<file path="src/rtl/core/slm_pkg.sv">
// Package for the sorted list merge block: word types, function and status codes.
`timescale 1ns / 1ps

package slm_pkg;

    localparam int LIST_DEPTH_DEF = 16;
    localparam int VALUE_W        = 32;

    localparam logic [1:0] FUNC_PUSH_A = 2'd0;
    localparam logic [1:0] FUNC_PUSH_B = 2'd1;
    localparam logic [1:0] FUNC_MERGE  = 2'd2;

    localparam logic [1:0] STATUS_DATA  = 2'd0;
    localparam logic [1:0] STATUS_EMPTY = 2'd1;
    localparam logic [1:0] STATUS_FULL  = 2'd2;

    typedef struct packed {
        logic [1:0]                func;
        logic signed [VALUE_W-1:0] value;
    } cmd_word_t;

    typedef struct packed {
        logic signed [VALUE_W-1:0] value_res;
        logic                      source;
        logic                      last;
        logic [1:0]                status;
    } res_word_t;

endpackage

</file>
<file path="src/rtl/core/sorted_list_merge.sv">
// Top level of the two-way sorted list merge: two list stores and the merge sequencer.
// Push: no result; a push to a full list gives one status word.
// Merge: each emitted word takes a store read, then a head compare, as the list stores
//   have a registered read; the first word follows the ST_READ and ST_CMP states.
// A merge occupies the block until its last word is emitted; no new word is taken meanwhile.
// Reset (rst_n low, asynchronous) empties both lists; store contents are not cleared.
`timescale 1ns / 1ps

module sorted_list_merge
    import slm_pkg::*;
#(
    parameter int LIST_DEPTH = LIST_DEPTH_DEF
)
(
    input  logic      clk,
    input  logic      rst_n,
    input  logic      cmd_valid,
    output logic      cmd_stall,
    input  cmd_word_t cmd,
    output logic      res_valid,
    input  logic      res_stall,
    output res_word_t res
);

    localparam int IDX_W = (LIST_DEPTH > 1) ? $clog2(LIST_DEPTH) : 1;
    localparam int CNT_W = $clog2(LIST_DEPTH + 1);

    logic                      wr_a_en;
    logic                      wr_b_en;
    logic [IDX_W-1:0]          wr_a_addr;
    logic [IDX_W-1:0]          wr_b_addr;
    logic [IDX_W-1:0]          rd_a_addr;
    logic [IDX_W-1:0]          rd_b_addr;
    logic signed [VALUE_W-1:0] rd_a_data;
    logic signed [VALUE_W-1:0] rd_b_data;

    slm_list_mem #(
        .LIST_DEPTH (LIST_DEPTH),
        .IDX_W      (IDX_W)
    ) u_list_a (
        .clk     (clk),
        .wr_en   (wr_a_en),
        .wr_addr (wr_a_addr),
        .wr_data (cmd.value),
        .rd_addr (rd_a_addr),
        .rd_data (rd_a_data)
    );

    slm_list_mem #(
        .LIST_DEPTH (LIST_DEPTH),
        .IDX_W      (IDX_W)
    ) u_list_b (
        .clk     (clk),
        .wr_en   (wr_b_en),
        .wr_addr (wr_b_addr),
        .wr_data (cmd.value),
        .rd_addr (rd_b_addr),
        .rd_data (rd_b_data)
    );

    slm_ctrl #(
        .LIST_DEPTH (LIST_DEPTH),
        .IDX_W      (IDX_W),
        .CNT_W      (CNT_W)
    ) u_ctrl (
        .clk       (clk),
        .rst_n     (rst_n),
        .cmd_valid (cmd_valid),
        .cmd_stall (cmd_stall),
        .cmd       (cmd),
        .res_valid (res_valid),
        .res_stall (res_stall),
        .res       (res),
        .wr_a_en   (wr_a_en),
        .wr_b_en   (wr_b_en),
        .wr_a_addr (wr_a_addr),
        .wr_b_addr (wr_b_addr),
        .rd_a_addr (rd_a_addr),
        .rd_b_addr (rd_b_addr),
        .rd_a_data (rd_a_data),
        .rd_b_data (rd_b_data)
    );

endmodule

</file>
<file path="src/rtl/core/slm_list_mem.sv">
// One list store: single write port, single registered read port.
`timescale 1ns / 1ps

module slm_list_mem
    import slm_pkg::*;
#(
    parameter int LIST_DEPTH = LIST_DEPTH_DEF,
    parameter int IDX_W      = (LIST_DEPTH > 1) ? $clog2(LIST_DEPTH) : 1
)
(
    input  logic                      clk,
    input  logic                      wr_en,
    input  logic [IDX_W-1:0]          wr_addr,
    input  logic signed [VALUE_W-1:0] wr_data,
    input  logic [IDX_W-1:0]          rd_addr,
    output logic signed [VALUE_W-1:0] rd_data
);

    logic signed [VALUE_W-1:0] mem [LIST_DEPTH];
    logic signed [VALUE_W-1:0] rd_data_reg;

    always_ff @(posedge clk)
    begin
        if (wr_en)
        begin
            mem[wr_addr] <= wr_data;
        end
        rd_data_reg <= mem[rd_addr];
    end

    assign rd_data = rd_data_reg;

endmodule

</file>
<file path="src/rtl/core/slm_ctrl.sv">
// Sequencer: list fill counts, merge walk with the shared head compare, result register.
`timescale 1ns / 1ps

module slm_ctrl
    import slm_pkg::*;
#(
    parameter int LIST_DEPTH = LIST_DEPTH_DEF,
    parameter int IDX_W      = (LIST_DEPTH > 1) ? $clog2(LIST_DEPTH) : 1,
    parameter int CNT_W      = $clog2(LIST_DEPTH + 1)
)
(
    input  logic                      clk,
    input  logic                      rst_n,
    input  logic                      cmd_valid,
    output logic                      cmd_stall,
    input  cmd_word_t                 cmd,
    output logic                      res_valid,
    input  logic                      res_stall,
    output res_word_t                 res,
    output logic                      wr_a_en,
    output logic                      wr_b_en,
    output logic [IDX_W-1:0]          wr_a_addr,
    output logic [IDX_W-1:0]          wr_b_addr,
    output logic [IDX_W-1:0]          rd_a_addr,
    output logic [IDX_W-1:0]          rd_b_addr,
    input  logic signed [VALUE_W-1:0] rd_a_data,
    input  logic signed [VALUE_W-1:0] rd_b_data
);

    typedef enum logic [1:0] {
        ST_IDLE,
        ST_READ,
        ST_CMP
    } state_t;

    localparam logic [CNT_W-1:0] DEPTH_C = CNT_W'(LIST_DEPTH);

    state_t           state_reg,  state_next;
    logic [CNT_W-1:0] cnt_a_reg,  cnt_a_next;
    logic [CNT_W-1:0] cnt_b_reg,  cnt_b_next;
    logic [CNT_W-1:0] i_reg,      i_next;
    logic [CNT_W-1:0] j_reg,      j_next;
    logic             res_valid_reg, res_valid_next;
    res_word_t        res_reg,    res_next;

    logic res_free;
    logic accept;
    logic a_left;
    logic b_left;
    logic take_a;
    logic a_done;
    logic b_done;

    assign res_free  = !res_valid_reg || !res_stall;
    assign cmd_stall = !(state_reg == ST_IDLE && res_free);
    assign accept    = cmd_valid && !cmd_stall;

    assign a_left = i_reg < cnt_a_reg;
    assign b_left = j_reg < cnt_b_reg;
    // shared head compare; tie goes to list A
    assign take_a = a_left && (!b_left || (rd_a_data <= rd_b_data));
    assign a_done = take_a ? ((i_reg + 1'b1) >= cnt_a_reg) : !a_left;
    assign b_done = take_a ? !b_left : ((j_reg + 1'b1) >= cnt_b_reg);

    assign wr_a_en   = accept && cmd.func == FUNC_PUSH_A && cnt_a_reg < DEPTH_C;
    assign wr_b_en   = accept && cmd.func == FUNC_PUSH_B && cnt_b_reg < DEPTH_C;
    assign wr_a_addr = cnt_a_reg[IDX_W-1:0];
    assign wr_b_addr = cnt_b_reg[IDX_W-1:0];
    assign rd_a_addr = i_reg[IDX_W-1:0];
    assign rd_b_addr = j_reg[IDX_W-1:0];

    always_comb
    begin
        state_next     = state_reg;
        cnt_a_next     = cnt_a_reg;
        cnt_b_next     = cnt_b_reg;
        i_next         = i_reg;
        j_next         = j_reg;
        res_valid_next = res_valid_reg && res_stall;
        res_next       = res_reg;

        case (state_reg)
            ST_IDLE:
            begin
                if (accept)
                begin
                    case (cmd.func)
                        FUNC_PUSH_A, FUNC_PUSH_B:
                        begin
                            if (wr_a_en)
                            begin
                                cnt_a_next = cnt_a_reg + 1'b1;
                            end
                            else if (wr_b_en)
                            begin
                                cnt_b_next = cnt_b_reg + 1'b1;
                            end
                            else
                            begin
                                res_valid_next     = 1'b1;
                                res_next.value_res = '0;
                                res_next.source    = cmd.func[0];
                                res_next.last      = 1'b1;
                                res_next.status    = STATUS_FULL;
                            end
                        end
                        FUNC_MERGE:
                        begin
                            if (cnt_a_reg == '0 && cnt_b_reg == '0)
                            begin
                                res_valid_next     = 1'b1;
                                res_next.value_res = '0;
                                res_next.source    = 1'b0;
                                res_next.last      = 1'b1;
                                res_next.status    = STATUS_EMPTY;
                            end
                            else
                            begin
                                i_next     = '0;
                                j_next     = '0;
                                state_next = ST_READ;
                            end
                        end
                        default:
                        begin
                        end
                    endcase
                end
            end
            ST_READ:
            begin
                state_next = ST_CMP;
            end
            ST_CMP:
            begin
                if (res_free)
                begin
                    res_valid_next     = 1'b1;
                    res_next.value_res = take_a ? rd_a_data : rd_b_data;
                    res_next.source    = !take_a;
                    res_next.last      = a_done && b_done;
                    res_next.status    = STATUS_DATA;
                    if (take_a)
                    begin
                        i_next = i_reg + 1'b1;
                    end
                    else
                    begin
                        j_next = j_reg + 1'b1;
                    end
                    if (a_done && b_done)
                    begin
                        cnt_a_next = '0;
                        cnt_b_next = '0;
                        state_next = ST_IDLE;
                    end
                    else
                    begin
                        state_next = ST_READ;
                    end
                end
            end
            default:
            begin
                state_next = ST_IDLE;
            end
        endcase
    end

    always_ff @(posedge clk or negedge rst_n)
    begin
        if (!rst_n)
        begin
            state_reg     <= ST_IDLE;
            cnt_a_reg     <= '0;
            cnt_b_reg     <= '0;
            i_reg         <= '0;
            j_reg         <= '0;
            res_valid_reg <= 1'b0;
        end
        else
        begin
            state_reg     <= state_next;
            cnt_a_reg     <= cnt_a_next;
            cnt_b_reg     <= cnt_b_next;
            i_reg         <= i_next;
            j_reg         <= j_next;
            res_valid_reg <= res_valid_next;
        end
    end

    always_ff @(posedge clk)
    begin
        res_reg <= res_next;
    end

    assign res_valid = res_valid_reg;
    assign res       = res_reg;

endmodule
</file>
<file path="config.mk">
export PLATFORM = sky130hd
export DESIGN_NAME = sorted_list_merge
export DESIGN_NICKNAME = d
export VERILOG_FILES = /design/src/rtl/core/slm_pkg.sv /design/src/rtl/core/sorted_list_merge.sv /design/src/rtl/core/slm_list_mem.sv /design/src/rtl/core/slm_ctrl.sv
export SDC_FILE = /design/constraint.sdc
export NUM_CORES = 1
export LEC_CHECK = 0
export BUFFER_PORTS_ARGS = -buffer_cell sky130_fd_sc_hd__buf_2
export CAP_MARGIN = 20
export CORE_ASPECT_RATIO = 2
export CORE_MARGIN = 2
export CORE_UTILIZATION = 55
export CTS_BUF_LIST = sky130_fd_sc_hd__clkbuf_16
export CTS_CLUSTER_SIZE = 10
export DETAILED_ROUTE_END_ITERATION = 6
export HOLD_SLACK_MARGIN = 0.02
export PLACE_DENSITY_LB_ADDON = 0.15
export SYNTH_ARGS = -nofsm -noshare
export SYNTH_HDL_FRONTEND = slang
export SYNTH_SLANG_ARGS = --single-unit
</file>
<file path="constraint.sdc">
create_clock -name clk -period 4.4 [get_ports clk]
set_clock_uncertainty 0.2 [all_clocks]
set_input_delay 0.44 -clock clk [delete_from_list [all_inputs] [get_ports clk]]
set_output_delay 0.44 -clock clk [all_outputs]
set_load 0.02 [all_outputs]
</file>
==> impl_metrics.json <==
{
  "min_period_ns": 4.10,
  "grt_pass1_vias": 22200,
  "synth_edf_count": 1060,
  "end_kind": "flop",
  "holdPathEnd": "u_list_a.mem[1][21]",
  "h-tree-depth": 4,
  "crit_type": "flop to flop",
  "avgSynthCellArea_um2": 22.6,
  "die_w_um": 204,
  "wl_met2_um": 60600,
  "fin_nets": 2256,
  "power.leakage_nw": 16.4,
  "cp_common_cell": "nand3_1",
  "vias": 20700,
  "clock-sinks": 1147,
  "rsz0062_at_grt": "no",
  "die_area_um2": 82300,
  "syn-cell-area_um2": 43900,
  "critPathMaxFanout": 24,
  "fin_crit_sh": 0.932,
  "worst_ir_drop_vdd_mv": 0.431,
  "worstPathRequired_ns": 4.63,
  "slowest_stage": "nor4_1",
  "met3WireLength_um": 4980,
  "syn-num-nets": 2044,
  "core_area_um2": 79100,
  "crit_family": "simple AND/OR/NAND/NOR gates",
  "synth-seq-cells": 1147,
  "setup_viol": 0,
  "rrSetupSlack_ns": 0.30,
  "clkTransAtPathRegs_ns": 0.06,
  "start_util": 0.555,
  "crit_arrival_ns": 4.33,
  "worst_pin_slew_ns": 0.973,
  "holdBufCountCts": 20,
  "critPathLaunchType": "flop",
  "hold_class": "input port to flop",
  "cts-buffers-inserted": 132,
  "antenna_found_initial": 4,
  "postSynthCellCount": 1944,
  "dp_hpwl_um": 64900,
  "clk_latency_ns": 0.72,
  "ff2ff_path_depth": 11,
  "maxCapViolCount": 0,
  "diodes": 0,
  "dr.pass1.iters": 7,
  "rows": 146,
  "fillers": 5285,
  "gr-total-overflow": 0,
  "cts_buffer_depth": 3,
  "synth.yosys.seq_area_share": 0.767,
  "crit_chain": "inv_1 > ha_1 > nand4_1 > nor4_1 > nand3_1 > nand3_1 > o211ai_1 > nor2_4 > buf_4 > mux2i_1 > nor2_1",
  "grt_max_degree": 130,
  "yosys_most_used_dff": "edfxtp_1",
  "synth_warnings": 0,
  "finalSetupTns_ns": 0,
  "crit_buf_inv": 2,
  "slowest_delay_ns": 0.92,
  "finalWirelength_um": 107000,
  "area_growth_pct": 14.4,
  "ff_latch_area_um2": 33700,
  "numPortBuffers": 75,
  "slew-limit-headroom": 0.345,
  "fp.dieH_um": 404,
  "drc": 0,
  "crit_start": "u_list_b.rd_data[31]",
  "drtIter0Drc": 1878,
  "whs_path_depth": 1,
  "powerDensity_nw_per_um2": 525,
  "worst_slack_ns": 0.297,
  "vias_per_cell": 6.29,
  "cts.repair.resized": 0,
  "ys_async_sr_fraction": 0.0201,
  "cts_setup_buffers": 0,
  "final_hold_viol_count": 0,
  "drv_slew": 0,
  "status": "finished, final reports clean",
  "layout-drive-gt1-share": 0.293,
  "hold_start": "cmd[21]",
  "top_layer_used": "met5",
  "ioPinCount": 76,
  "ys_types": 55,
  "multiInputGateArea_um2": 9920,
  "wl_per_cell_um": 32.5,
  "wl_met1_um": 37300,
  "reg2reg_to": "u_ctrl.res[18]",
  "reg2reg_from": "u_list_b.rd_data[31]",
  "grt_pass1_wl_um": 154000,
  "cts_tree": "done",
  "cts_root_buf": "clkbuf_16",
  "max_freq_ghz": 0.244,
  "gp_congestion": 0.867,
  "grtUsageTotal": 0.269,
  "place_ws_ns": 0.344,
  "postRouteAntennaNets": 0
}
synthesized netlist by cell type, types with 3 or more instances:
library cell | instances | area share
edfxtp_1 | 1060 | 0.72
mux4_2 | 320 | 0.16
nor2_1 | 73 | 0.0062
dfxtp_1 | 64 | 0.029
ha_1 | 62 | 0.018
clkbuf_1 | 52 | 0.0044
inv_1 | 47 | 0.0040
mux2i_1 | 34 | 0.0077
nand2_1 | 29 | 0.0025
a21oi_1 | 25 | 0.0028
dfrtp_1 | 23 | 0.013
buf_2 | 19 | 0.0022
buf_1 | 14 | 0.0012
nand3_1 | 13 | 0.0015
o21ai_0 | 9 | 0.0010
nand4_1 | 8 | 0.0011
nor3_1 | 8 | 0.00091
o21a_1 | 8 | 0.0014
a22o_1 | 6 | 0.0012
nor2b_1 | 6 | 0.00085
o21ai_1 | 5 | 0.00057
a31oi_1 | 4 | 0.00057
buf_6 | 4 | 0.0010
nand2b_1 | 4 | 0.00057
xnor2_1 | 4 | 0.00080
a21o_1 | 3 | 0.00051
nor4_1 | 3 | 0.00043
metal layers:
| metal | track usage | vias up |
|---|---|---|
| li1 | - | 8553 |
| met1 | 0.312 | 11200 |
| met2 | 0.498 | 741 |
| met3 | 0.0349 | 205 |
| met4 | 0.111 | 4 |
| met5 | 0 | - |
worst max path at each step:
stage,endpoint,depth (start not counted),slack (ns)
2_1_floorplan,u_list_b.mem[3][0],7,0.02
3_3_place_gp,u_ctrl.res[27],11,0.41
3_5_place_dp,u_ctrl.res[18],11,0.34
4_1_cts,u_ctrl.res[18],11,0.34
5_1_grt,u_ctrl.res[21],11,0.28
6_report,u_ctrl.res[18],11,0.30
layout by cell type, fill, tap and decap left out, types with 20 or more instances in the layout:
| master | synthesis | routed |
|---|---|---|
| edfxtp_1 | 1060 | 1060 |
| inv_1 | 47 | 137 |
| clkbuf_16 | 0 | 136 |
| nand2_1 | 29 | 29 |
| dfxtp_1 | 64 | 64 |
| mux4_2 | 320 | 320 |
| ha_1 | 62 | 62 |
| nor2_4 | 0 | 25 |
| nor2_1 | 73 | 49 |
| dlygate4sd3_1 | 0 | 20 |
| a21oi_1 | 25 | 25 |
| buf_2 | 19 | 75 |
| buf_4 | 0 | 53 |
| mux2i_1 | 34 | 34 |
worst register-to-register path: stages, from the launching register on:
cell      delay, ns
dfxtp_1        0.36
inv_1          0.06
ha_1           0.39
nand4_1        0.31
nor4_1         0.92
nand3_1        0.22
nand3_1        0.19
o211ai_1       0.17
nor2_4         0.20
buf_4          0.45
mux2i_1        0.29
nor2_1         0.07
metrics by stage:
step | area (um^2) | util | power (mW) | std cells | hold WS, ns
6_report | 50200 | 0.635 | 26.4 | 3288 | 0.0425
2_1_floorplan | 43900 | - | 15.5 | 1944 | -0.0556
4_1_cts | 50200 | 0.635 | 26.6 | 3288 | 0.0204
3_5_place_dp | 46300 | 0.585 | 17.0 | 3038 | 0.278
3_3_place_gp | 46200 | 0.585 | 16.9 | 3037 | 0.259
5_1_grt | 50200 | 0.635 | 27.2 | 3288 | 0.0587
cell type report:
| cell class | count | share of cell area |
|---|---|---|
| Timing Repair Buffer | 167 | 0.0269 |
| Clock buffer | 136 | 0.0677 |
| Multi-Input combinational cell | 660 | 0.197 |
| Inverter | 48 | 0.00359 |
| Clock inverter | 94 | 0.00772 |
| Tap cell | 1036 | 0.0258 |
| Sequential cell | 1147 | 0.671 |
power by group:
part | internal [mW] | switching [mW]
Sequential | 12.5 | 0.417
Clock | 5.52 | 4.10
Combinational | 1.63 | 2.24
Total | 19.6 | 6.75
cell families (layout without fill, tap and decap cells):
family / Yosys count / in the layout / synth area share
flops: 1147 / 1147 / 0.767
buf+inv: 137 / 445 / 0.0129
simple gates: 157 / 157 / 0.0169
compound gates: 79 / 79 / 0.0120
mux: 356 / 356 / 0.172
xor+xnor: 6 / 6 / 0.00120
fa+ha+maj: 62 / 62 / 0.0177
Note: power is estimated with default switching activity, not from simulation.
